<file path="config.mk">
export PLATFORM = sky130hd
export DESIGN_NAME = largest_ones_square_unit
export DESIGN_NICKNAME = d
export VERILOG_FILES = /design/src/sv/lsq_pkg.sv /design/src/sv/lsq_cell.sv /design/src/sv/lsq_line_buf.sv /design/src/sv/largest_ones_square_unit.sv
export SDC_FILE = /design/constraint.sdc
export NUM_CORES = 2
export LEC_CHECK = 0
export ABC_AREA = 1
export BUFFER_PORTS_ARGS = -buffer_cell sky130_fd_sc_hd__buf_2
export CAP_MARGIN = 10
export CELL_PAD_IN_SITES_DETAIL_PLACEMENT = 1
export CELL_PAD_IN_SITES_GLOBAL_PLACEMENT = 1
export CORE_MARGIN = 2
export CORE_UTILIZATION = 54
export CTS_CLUSTER_DIAMETER = 50
export CTS_CLUSTER_SIZE = 12
export DETAILED_ROUTE_END_ITERATION = 7
export PLACE_DENSITY = 0.94
export SKIP_CTS_REPAIR_TIMING = 1
export SLEW_MARGIN = 10
export SYNTH_ARGS = -nofsm -noshare
export SYNTH_HDL_FRONTEND = slang
export SYNTH_HIERARCHICAL = 1
export SYNTH_SLANG_ARGS = --single-unit
</file>
<file path="constraint.sdc">
create_clock -name clk_i -period 43.9 [get_ports clk_i]
set_input_delay 4.39 -clock clk_i [delete_from_list [all_inputs] [get_ports clk_i]]
set_output_delay 4.39 -clock clk_i [all_outputs]
set_load 0.01 [all_outputs]
</file>
<file path="src/sv/lsq_pkg.sv">
// Shared constants, types and helpers for the largest ones square unit.
`timescale 1ns / 1ps
package lsq_pkg;

  // Largest matrix side that the line buffer can hold.
  localparam int MAX_DIM = 128;
  // Bits needed to address one column or one row.
  localparam int IDX_W = $clog2(MAX_DIM);
  // Bits needed for a square side, which can reach MAX_DIM itself.
  localparam int SIZE_W = $clog2(MAX_DIM + 1);
  // Width of a configuration register and of the result field.
  localparam int CFG_W = 8;
  localparam int SIDE_W = 8;
  // Configuration bus widths.
  localparam int PADDR_W = 3;
  localparam int PDATA_W = 32;

  // Register map, as word indexes.
  typedef enum logic {
    REG_ROW_COUNT = 1'b0,
    REG_COL_COUNT = 1'b1
  } reg_idx_e;

  // Control handed to the line buffer for each accepted cell.
  typedef struct packed {
    logic             shift;
    logic [IDX_W-1:0] tail;
  } lsq_line_ctl_t;

  // Index of the last row or column in use for a register value.
  // Zero is taken as one, and anything above MAX_DIM as MAX_DIM.
  function automatic logic [IDX_W-1:0] last_index(logic [CFG_W-1:0] v);
    logic [IDX_W-1:0] r;
    if (int'(v) == 0) begin
      r = '0;
    end else if (int'(v) > MAX_DIM) begin
      r = IDX_W'(MAX_DIM - 1);
    end else begin
      r = IDX_W'(int'(v) - 1);
    end
    return r;
  endfunction

endpackage

</file>
<file path="src/sv/lsq_cell.sv">
// One stage of the line buffer: holds a square side and passes it along.
`timescale 1ns / 1ps
module lsq_cell (
  input  logic                       clk_i,
  input  logic                       shift_i,
  input  logic                       ins_sel_i,
  input  logic [lsq_pkg::SIZE_W-1:0] ins_data_i,
  input  logic [lsq_pkg::SIZE_W-1:0] nbr_data_i,
  output logic [lsq_pkg::SIZE_W-1:0] data_o
);
  import lsq_pkg::*;

  logic [SIZE_W-1:0] data_q;
  logic [SIZE_W-1:0] data_d;

  // The tail cell takes the new side; every other cell takes its neighbour's.
  assign data_d = ins_sel_i ? ins_data_i : nbr_data_i;

  always_ff @(posedge clk_i) begin
    if (shift_i) begin
      data_q <= data_d;
    end
  end

  assign data_o = data_q;

endmodule

</file>
<file path="src/sv/lsq_line_buf.sv">
// Variable-length line buffer built as a chain of shifting cells.
`timescale 1ns / 1ps
module lsq_line_buf (
  input  logic                       clk_i,
  input  lsq_pkg::lsq_line_ctl_t     ctl_i,
  input  logic [lsq_pkg::SIZE_W-1:0] ins_data_i,
  output logic [lsq_pkg::SIZE_W-1:0] head_o
);
  import lsq_pkg::*;

  logic [SIZE_W-1:0] cell_q [MAX_DIM];
  logic [SIZE_W-1:0] nbr    [MAX_DIM];
  logic [MAX_DIM-1:0] ins_sel;

  // A side enters at the tail, cell (columns - 1), and reaches the head
  // after exactly one row of transactions, just as the cell below needs it.
  for (genvar i = 0; i < MAX_DIM; i++) begin : g_cell
    assign ins_sel[i] = (ctl_i.tail == IDX_W'(i));
    if (i == MAX_DIM - 1) begin : g_end
      assign nbr[i] = '0;
    end else begin : g_mid
      assign nbr[i] = cell_q[i+1];
    end
    lsq_cell u_cell (
      .clk_i      (clk_i),
      .shift_i    (ctl_i.shift),
      .ins_sel_i  (ins_sel[i]),
      .ins_data_i (ins_data_i),
      .nbr_data_i (nbr[i]),
      .data_o     (cell_q[i])
    );
  end

  assign head_o = cell_q[0];

endmodule

</file>
<file path="src/sv/largest_ones_square_unit.sv">
// Top level of the largest ones square unit: scan control, recurrence and ports.
//
// Usage: the cells of a binary matrix arrive one bit per transaction on the
// cell channel (cell_valid_i, cell_ready_o, cell_bit_i) in row-major order.
// The matrix size comes from two registers on the APB-style port: row_count
// at byte address 0 and col_count at byte address 4, both reset to 128.
// After the last cell of each matrix one transaction on the result channel
// (best_valid_o, best_ready_i, best_side_o) carries the side of the largest
// square made only of ones, or 0 when the matrix has none.
// Throughput is one cell per clock cycle; each cell's side is worked out in
// the cycle it is taken, from the left, upper-left and upper neighbours, the
// upper one coming from a chain of MAX_DIM shift cells that acts as a line
// buffer. The result is loaded into the output register as the
// final cell is taken. While the receiver stalls, cells are still taken
// until a second result would be due; the input then waits for the output
// register to empty. Reset puts the scan at the first row and column with an
// empty result register. A register write restarts the scan of the matrix.
`timescale 1ns / 1ps
module largest_ones_square_unit (
  input  logic                         clk_i,
  input  logic                         rst_ni,
  // Cell input channel
  input  logic                         cell_valid_i,
  output logic                         cell_ready_o,
  input  logic                         cell_bit_i,
  // Result output channel
  output logic                         best_valid_o,
  input  logic                         best_ready_i,
  output logic [lsq_pkg::SIDE_W-1:0]   best_side_o,
  // Configuration port
  input  logic                         psel,
  input  logic                         penable,
  input  logic                         pwrite,
  input  logic [lsq_pkg::PADDR_W-1:0]  paddr,
  input  logic [lsq_pkg::PDATA_W-1:0]  pwdata,
  output logic [lsq_pkg::PDATA_W-1:0]  prdata,
  output logic                         pready
);
  import lsq_pkg::*;

  // Configuration registers
  logic [CFG_W-1:0] row_count_q, col_count_q;
  logic             cfg_we;
  reg_idx_e         cfg_idx;

  // Scan state
  logic [IDX_W-1:0]  row_q, row_d;
  logic [IDX_W-1:0]  col_q, col_d;
  logic [SIZE_W-1:0] left_q, left_d;
  logic [SIZE_W-1:0] diag_q, diag_d;
  logic [SIZE_W-1:0] best_q, best_d;

  // Output register
  logic              out_valid_q, out_valid_d;
  logic [SIZE_W-1:0] out_side_q;

  // Per-cell datapath
  logic              in_acc;
  logic [IDX_W-1:0]  row_last, col_last;
  logic              col_end, row_end, last_cell;
  logic [SIZE_W-1:0] head, up, lf, dg, min_ul, min3, size;
  lsq_line_ctl_t     line_ctl;

  // Register port: writes land on the access phase, reads are combinational.
  assign pready  = 1'b1;
  assign cfg_we  = psel && penable && pwrite && pready;
  assign cfg_idx = reg_idx_e'(paddr[2]);

  always_comb begin
    prdata = '0;
    case (cfg_idx)
      REG_ROW_COUNT: prdata = PDATA_W'(row_count_q);
      REG_COL_COUNT: prdata = PDATA_W'(col_count_q);
      default:       prdata = '0;
    endcase
  end

  always_ff @(posedge clk_i or negedge rst_ni) begin
    if (!rst_ni) begin
      row_count_q <= CFG_W'(MAX_DIM);
      col_count_q <= CFG_W'(MAX_DIM);
    end else if (cfg_we) begin
      case (cfg_idx)
        REG_ROW_COUNT: row_count_q <= pwdata[CFG_W-1:0];
        REG_COL_COUNT: col_count_q <= pwdata[CFG_W-1:0];
        default:       ;
      endcase
    end
  end

  // Handshakes: only the final cell of a matrix waits for the result register
  // to be free or to be emptied in this cycle; every other cell is taken.
  assign cell_ready_o = !out_valid_q || best_ready_i || !last_cell;
  assign in_acc       = cell_valid_i && cell_ready_o;

  assign row_last  = last_index(row_count_q);
  assign col_last  = last_index(col_count_q);
  assign col_end   = (col_q >= col_last);
  assign row_end   = (row_q >= row_last);
  assign last_cell = col_end && row_end;

  // Neighbour sides; outside the matrix they count as zero.
  assign up = (row_q != '0) ? head : '0;
  assign lf = (col_q != '0) ? left_q : '0;
  assign dg = ((row_q != '0) && (col_q != '0)) ? diag_q : '0;

  // Side of the square ending at this cell.
  assign min_ul = (up < lf) ? up : lf;
  assign min3   = (dg < min_ul) ? dg : min_ul;
  assign size   = cell_bit_i ? (min3 + SIZE_W'(1)) : '0;

  // Line buffer control: shift once per accepted cell, insert at the last column.
  assign line_ctl.shift = in_acc;
  assign line_ctl.tail  = col_last;

  lsq_line_buf u_line_buf (
    .clk_i      (clk_i),
    .ctl_i      (line_ctl),
    .ins_data_i (size),
    .head_o     (head)
  );

  // Next scan state.
  always_comb begin
    row_d  = row_q;
    col_d  = col_q;
    left_d = left_q;
    diag_d = diag_q;
    best_d = best_q;
    if (cfg_we) begin
      row_d  = '0;
      col_d  = '0;
      left_d = '0;
      diag_d = '0;
      best_d = '0;
    end else if (in_acc) begin
      left_d = size;
      diag_d = up;
      best_d = (size > best_q) ? size : best_q;
      col_d  = col_q + IDX_W'(1);
      if (col_end) begin
        left_d = '0;
        diag_d = '0;
        col_d  = '0;
        row_d  = row_q + IDX_W'(1);
        if (row_end) begin
          row_d  = '0;
          best_d = '0;
        end
      end
    end
  end

  // Result register: loaded on the final cell, emptied when taken.
  always_comb begin
    out_valid_d = out_valid_q;
    if (best_valid_o && best_ready_i) begin
      out_valid_d = 1'b0;
    end
    if (in_acc && last_cell && !cfg_we) begin
      out_valid_d = 1'b1;
    end
  end

  always_ff @(posedge clk_i or negedge rst_ni) begin
    if (!rst_ni) begin
      row_q       <= '0;
      col_q       <= '0;
      left_q      <= '0;
      diag_q      <= '0;
      best_q      <= '0;
      out_valid_q <= 1'b0;
    end else begin
      row_q       <= row_d;
      col_q       <= col_d;
      left_q      <= left_d;
      diag_q      <= diag_d;
      best_q      <= best_d;
      out_valid_q <= out_valid_d;
    end
  end

  always_ff @(posedge clk_i) begin
    if (in_acc && last_cell && !cfg_we) begin
      out_side_q <= (size > best_q) ? size : best_q;
    end
  end

  assign best_valid_o = out_valid_q;
  assign best_side_o  = SIDE_W'(out_side_q);

  // The scan position never runs past the matrix in use.
  a_col_in_range: assert property (@(posedge clk_i) disable iff (!rst_ni)
    col_q <= col_last)
    else $error("column index beyond last column");

  a_row_in_range: assert property (@(posedge clk_i) disable iff (!rst_ni)
    row_q <= row_last)
    else $error("row index beyond last row");

  // A cell that is not the last of its matrix never raises a result.
  a_no_early_result: assert property (@(posedge clk_i) disable iff (!rst_ni)
    (in_acc && !last_cell && !out_valid_q) |=> !best_valid_o)
    else $error("result raised before the final cell");

  // A filled cell that does not end the matrix leaves a non-zero best side.
  a_best_tracks_ones: assert property (@(posedge clk_i) disable iff (!rst_ni)
    (in_acc && cell_bit_i && !last_cell && !cfg_we) |=> (best_q != '0))
    else $error("best side lost a filled cell");

endmodule

</file>
Word-level counts from Yosys, hierarchy flattened:

Cells that the tools add are included.

* register bits after elaboration: 1087
* input port bits: 43
* logic and storage cells: 459

* equality and inequality tests: 127
* $lt $le $gt $ge: 7
* reduce and logical (&&, ||, !) cells: 24
* bitwise logic cells: 1
* add/subtract/negate cells: 5
* muxes and demuxes: 158

Operator list (count)
* two-way mux 8 bit: 144
* equality test 7 bit (second input constant): 64
* equality test 7 x 6 -> 1 bit (second input constant): 32
* equality test 7 x 5 -> 1 bit (second input constant): 16
* two-way mux 7 bit: 11
* case mux 32 bit (2 select lines): 1
* equality test 7 x 4 -> 1 bit (second input constant): 8
* equality test 7 x 3 -> 1 bit (second input constant): 4
* > comparator 8 bit (second input constant): 2
* zero test 8 bit: 2
* less-than comparator 8 bit: 2
* adder 7 x 1 -> 7 bit (second input constant): 2
* equality test 7 x 2 -> 1 bit (second input constant): 2
* >= comparator 7 bit: 2
* nonzero test 7 bit: 2
* subtractor 7 x 1 -> 7 bit (second input constant): 2
* adder 8 x 1 -> 8 bit (second input constant): 1
* > comparator 8 bit: 1
* logical AND 1 bit: 8
* equality test 7 x 1 -> 1 bit (second input constant): 1
* zero test 7 bit: 1
* AND reduction 2 bit: 3
* nonzero test 2 bit: 3
* zero test 1 bit: 3
* 3 further kinds: 5

Depth between registers and ports, before layout:

* depth after elaboration: 14
* depth in mapped cells: 47

By module:

The synthesis kept the hierarchy.

By module, submodules not included
* lsq_cell: cells each 34, instances 128, sequential area each 240.2 sq um, area an instance 345.3 sq um
* largest_ones_square_unit: cells each 670, instances 1, sequential area each 1619.1 sq um, area an instance 4934.7 sq um
* lsq_line_buf: cells each 178, instances 1, sequential area each 0.0 sq um, area an instance 705.7 sq um

Worst setup path before layout:

Ideal clock, no wire load.

* path type: input port to flip-flop
* start: in best_ready_i
* end: reg diag_q[0]
* setup slack: 15.625 ns
* path buffers: 1
* cell stages on the path: 7
* data arrival time: 28.191 ns
* library setup time: 0.084 ns
* path through: nor2_1 -> nand2_1 -> nand2_1 -> inv_1 -> nand2_1 -> clkbuf_1 -> o22ai_1

* cells in the longest elaborated chain, start to end: 4

RTL lines
* start: declaration: RTL line largest_ones_square_unit.sv:28 `input logic best_ready_i,`
* logical OR 1 bit (2 in a row): RTL line largest_ones_square_unit.sv:93 `assign cell_ready_o = !out_valid_q || best_ready_i || !last_cell;`
* net cell_ready_o: RTL line largest_ones_square_unit.sv:24 `output logic cell_ready_o,`
* logical AND 1 bit: RTL line largest_ones_square_unit.sv:94 `assign in_acc = cell_valid_i && cell_ready_o;`
* net in_acc: RTL line largest_ones_square_unit.sv:58 `logic in_acc;`
* nonzero test 2 bit (no line)
* end signal: assignment: RTL line largest_ones_square_unit.sv:177 `diag_q <= diag_d;`
* end: declaration: RTL line largest_ones_square_unit.sv:50 `logic [SIZE_W-1:0] diag_q, diag_d;`

The timed path passes the listed nets, and every way through them passes these cells.
A chain may end at the register's enable or synchronous reset.

Worst setup path after layout:

* start: in paddr[2] in the netlist's numbering
* end: out prdata[3] in the netlist's numbering

* cells in the longest elaborated chain, start to end: 2

RTL lines
* start: declaration: RTL line largest_ones_square_unit.sv:34 `input logic [lsq_pkg::PADDR_W-1:0] paddr,`
* inverter 1 bit (no line)
* case mux 32 bit (2 select lines) (*): RTL line largest_ones_square_unit.sv:71 `case (cfg_idx)`
* end: declaration: RTL line largest_ones_square_unit.sv:36 `output logic [lsq_pkg::PDATA_W-1:0] prdata,`

Every way passes the cells marked *; elsewhere a longest branch is shown, timed or not. The select of a mux whose other input is x is not followed.

==> results summary <==
The flow ran to the end, and the final reports show no timing, DRC or antenna violations. For the worst-skew pair, the clock arrives at the later sink with an insertion delay of between 0.7 and 0.8 ns. The highest achievable clock rate is between 0.1 and 0.15 GHz. The area of the die is about 95000 µm². The number of antenna violations at the first check in global routing is 2. The final setup skew came out at about 0.039 ns. Dividing the detail-routed via count by the number of cells gives approximately 6.

The tightest min-delay check is of the reg -> reg type. The maximum number of pins on one net before global-route repair is ~190. The total power consumption of the routed design is between 0.003 and 0.004 W. The time the final worst path needs with I/O delays and setup is 9.50 ns. Among the stages of the critical path, the cell type that occurs most often is sky130_fd_sc_hd__buf_2.

The maximum buffer depth of the clock tree came out at 3. Leaving out fill and tap cells, the most frequent cell in the layout is sky130_fd_sc_hd__nand2_1. Together, buffers and inverters on the worst path number 3. The highest ir drop seen on vdd came out at around 150 µV.

The H-tree generated during clock tree synthesis spans 3 levels. The proportion of layout cells with a drive suffix above 1 is between 7 and 8%. The power density over cell area came out at about 65 nW/µm². The tool flagged a number of max-cap violations equal to 0.

After synthesis the cells add up to 49800 µm². Traced cell by cell, the critical path runs through buf_2 > inv_1 > o21ai_0 > buf_2. The critical path is of the in -> out type. The final RePlAce weighted congestion is roughly 0.82.

86 I/O pins were placed. Setup violations remaining at the end of the flow were counted as 0. The initial detailed-routing violation count is ~4300. The final-layout worst hold slack is around 0.50 ns. The global-route wire length before repair came out at 238 mm. The wire-length estimate of the detail-placed layout is 82.6 mm. After clock tree synthesis, the clock-pin slew on the worst setup and hold paths is 0.07 ns. The headroom to the max-slew limit is about a tenth.

The number of pins exceeding their max-slew limit in the final report is 0. The yosys synthesis warning count is 6. The post-route DRC violation count came out at 0. The effective utilization at floorplan is 54.5%. The wire length per cell after detailed routing is between 20 and 25 µm.

The count of input and output buffers came out at 34. The core footprint came out at slightly above 90000 µm². For this design the static power due to leakage is between 20 and 25 nW.

Dividing the synthesized area by the synthesized cell count gives ~9.6 µm². The total overflow reported by the global router is 0. The floorplan has 111 rows. The family with the most delay on the worst path is buffers and inverters. The hold violation count in the final report is 0. The number of nets still failing antenna checks after routing came out at 0. The number of nets at the end of the flow is roughly 5300.

CTS saw between 1000 and 1500 sinks. The critical path capture point type is an output pin. The final antenna diode count came out at 0.

Summed over all failing endpoints, the final setup total negative slack is 0 ns. The count of vias placed by the detailed router came out at roughly 38000. The highest-delay cell along the critical path is sky130_fd_sc_hd__buf_2.

The final clock period utilization by the worst path is between 20% and 30%. The via count of the first global-routing pass is between 40000 and 50000. The slew of the pin with the lowest slew margin is 1.34 ns. The overall track demand over capacity in global routing is 32.7%. The worst endpoint required time came out at between 30 and 40 ns. The clock tree root driver cell is sky130_fd_sc_hd__clkbuf_16. The pre-CTS setup slack came out at approximately 34 ns. After synthesis, flip-flops and latches occupy between 60% and 70% of the total area. From left edge to right edge, the die measures around 310 µm. The total wire length is around 150 mm. The number of distinct library cells after synthesis is between 40 and 50. The peak per-stage delay on the critical path came out at about 0.21 ns. The count of placed standard cells including taps is 6300.

The post-route non-filler standard cell count is roughly 6500. The number of flip-flops and latches in the synthesized netlist came out at roughly 1100. In the layout the commonest cells are sky130_fd_sc_hd__nand2_1, sky130_fd_sc_hd__edfxtp_1, sky130_fd_sc_hd__nor2_1. The number of cells produced by synthesis is 5200. The layout-stage area growth over the synthesis result came out at 7.85%. The height of the die is 308 µm. The total clock buffers created by CTS came out at 116. TritonCTS built the clock tree. The post-layout worst setup margin came out at around 34 ns. The biggest fanout along the worst timing path is 14. The number of detailed-routing iterations run before antenna repair is 5.

Setup repair after global routing left no endpoint under its margin. At the worst endpoint, the arrival time is a little over 5 ns. The critical path launch point type is a primary input.
[path summary, 6_finish.rpt]
path,startpoint,end,slack [ns],cells past startpoint
setup / recovery,paddr[2],prdata[3],34.40,4
hold / removal,u_line_buf/g_cell[61].u_cell/data_o[2]$_DFFE_PP_,u_line_buf/g_cell[60].u_cell/data_o[2]$_DFFE_PP_,0.50,2
setup reg to reg,col_count_q[0]$_DFFE_PN0P_,u_line_buf/g_cell[57].u_cell/data_o[1]$_DFFE_PP_,35.84,22
hold reg to reg,u_line_buf/g_cell[61].u_cell/data_o[2]$_DFFE_PP_,u_line_buf/g_cell[60].u_cell/data_o[2]$_DFFE_PP_,0.50,2
max in group asynchronous,rst_ni,best_q[5]$_DFFE_PN0P_,39.48,2
min in group asynchronous,rst_ni,col_q[3]$_DFFE_PN0P_,3.85,2
[layer usage]
metal  global-route usage [%]  vias up  routed length (µm)
li1                         -    16645                   -
met1                     37.8    18943               54900
met2                     57.3     1987               78100
met3                     6.12      607               12000
met4                     18.3        2                9280
met5                        0        -                  12
[flip-flops by register name, indices dropped and copies added (netlist names)]
name,cells
row_count_q,8
u_line_buf/g_cell.u_cell/data_o,1024
row_q,7
best_valid_o,1
best_side_o,8
col_count_q,8
best_q,8
col_q,7
diag_q,8
left_q,8
[per-stage QoR]
stage               util [%]  cell area [µm²]
CTS                     58.7            53700
detailed placement      54.8            50100
finish                  58.7            53800
global route            58.7            53800
global placement        54.8            50100
floorplan                  -            50000
[final cells by class]
| cell class | instances | area (µm²) |
|---|---|---|
| timing repair buffer | 56 | 385 |
| multi-input combinational | 3723 | 14900 |
| fill | 10072 | 37800 |
| clock inverter | 50 | 534 |
| inverter | 248 | 963 |
| tap | 1186 | 1480 |
| sequential | 1087 | 32400 |
| clock buffer | 140 | 3090 |
[cells in the mapped netlist (all sizes together)]
library cell / n / area share (%)
and3: 1 / 0.013
and2: 8 / 0.10
clkinv: 2 / 0.025
nand2: 3259 / 25
clkbuf: 7 / 0.053
buf: 165 / 3.5
nor3b: 1 / 0.015
inv: 246 / 1.9
nor2: 195 / 1.5
o31ai: 3 / 0.045
nor4: 1 / 0.013
dfrtp: 53 / 2.7
conb: 3 / 0.023
a211oi: 2 / 0.055
edfxtp: 1032 / 62
o21a: 6 / 0.090
ha: 42 / 1.1
xor2: 7 / 0.12
nand3b: 4 / 0.060
a21oi: 15 / 0.15
nor3: 10 / 0.10
nand3: 57 / 0.64
o22ai: 12 / 0.15
o21ai: 60 / 0.63
o311ai: 1 / 0.018
nand4: 4 / 0.050
o21bai: 2 / 0.030
dfstp: 2 / 0.11
[report_power, final]
group	internal (W)	total (W)	switching (W)
Combinational	0.000203	0.00119	0.000983
Sequential	0.00127	0.00133	0.0000511
Clock	0.000550	0.000976	0.000426
Total	0.00203	0.00349	0.00146
[logic make-up (layout without fill, tap and decap cells)]
logic type               after synthesis  after routing  share of synthesized area (%)
flip-flops                          1087           1087                           64.9
adder cells (fa/ha/maj)               42             42                           1.05
buffers and inverters                420            494                           5.39
XOR/XNOR                               7              7                          0.123
AND/OR/NAND/NOR                     3540           3540                           27.3
other                                  3             33                         0.0226
AO/OA/AOI/OAI                        101            101                           1.16
[worst min-delay path, stage by stage (launching register included)]
cell	delay (ns)
sky130_fd_sc_hd__edfxtp_1	0.33
sky130_fd_sc_hd__nand2_1	0.05
sky130_fd_sc_hd__nand2_1	0.05
Power figures use the tool's default switching activity.
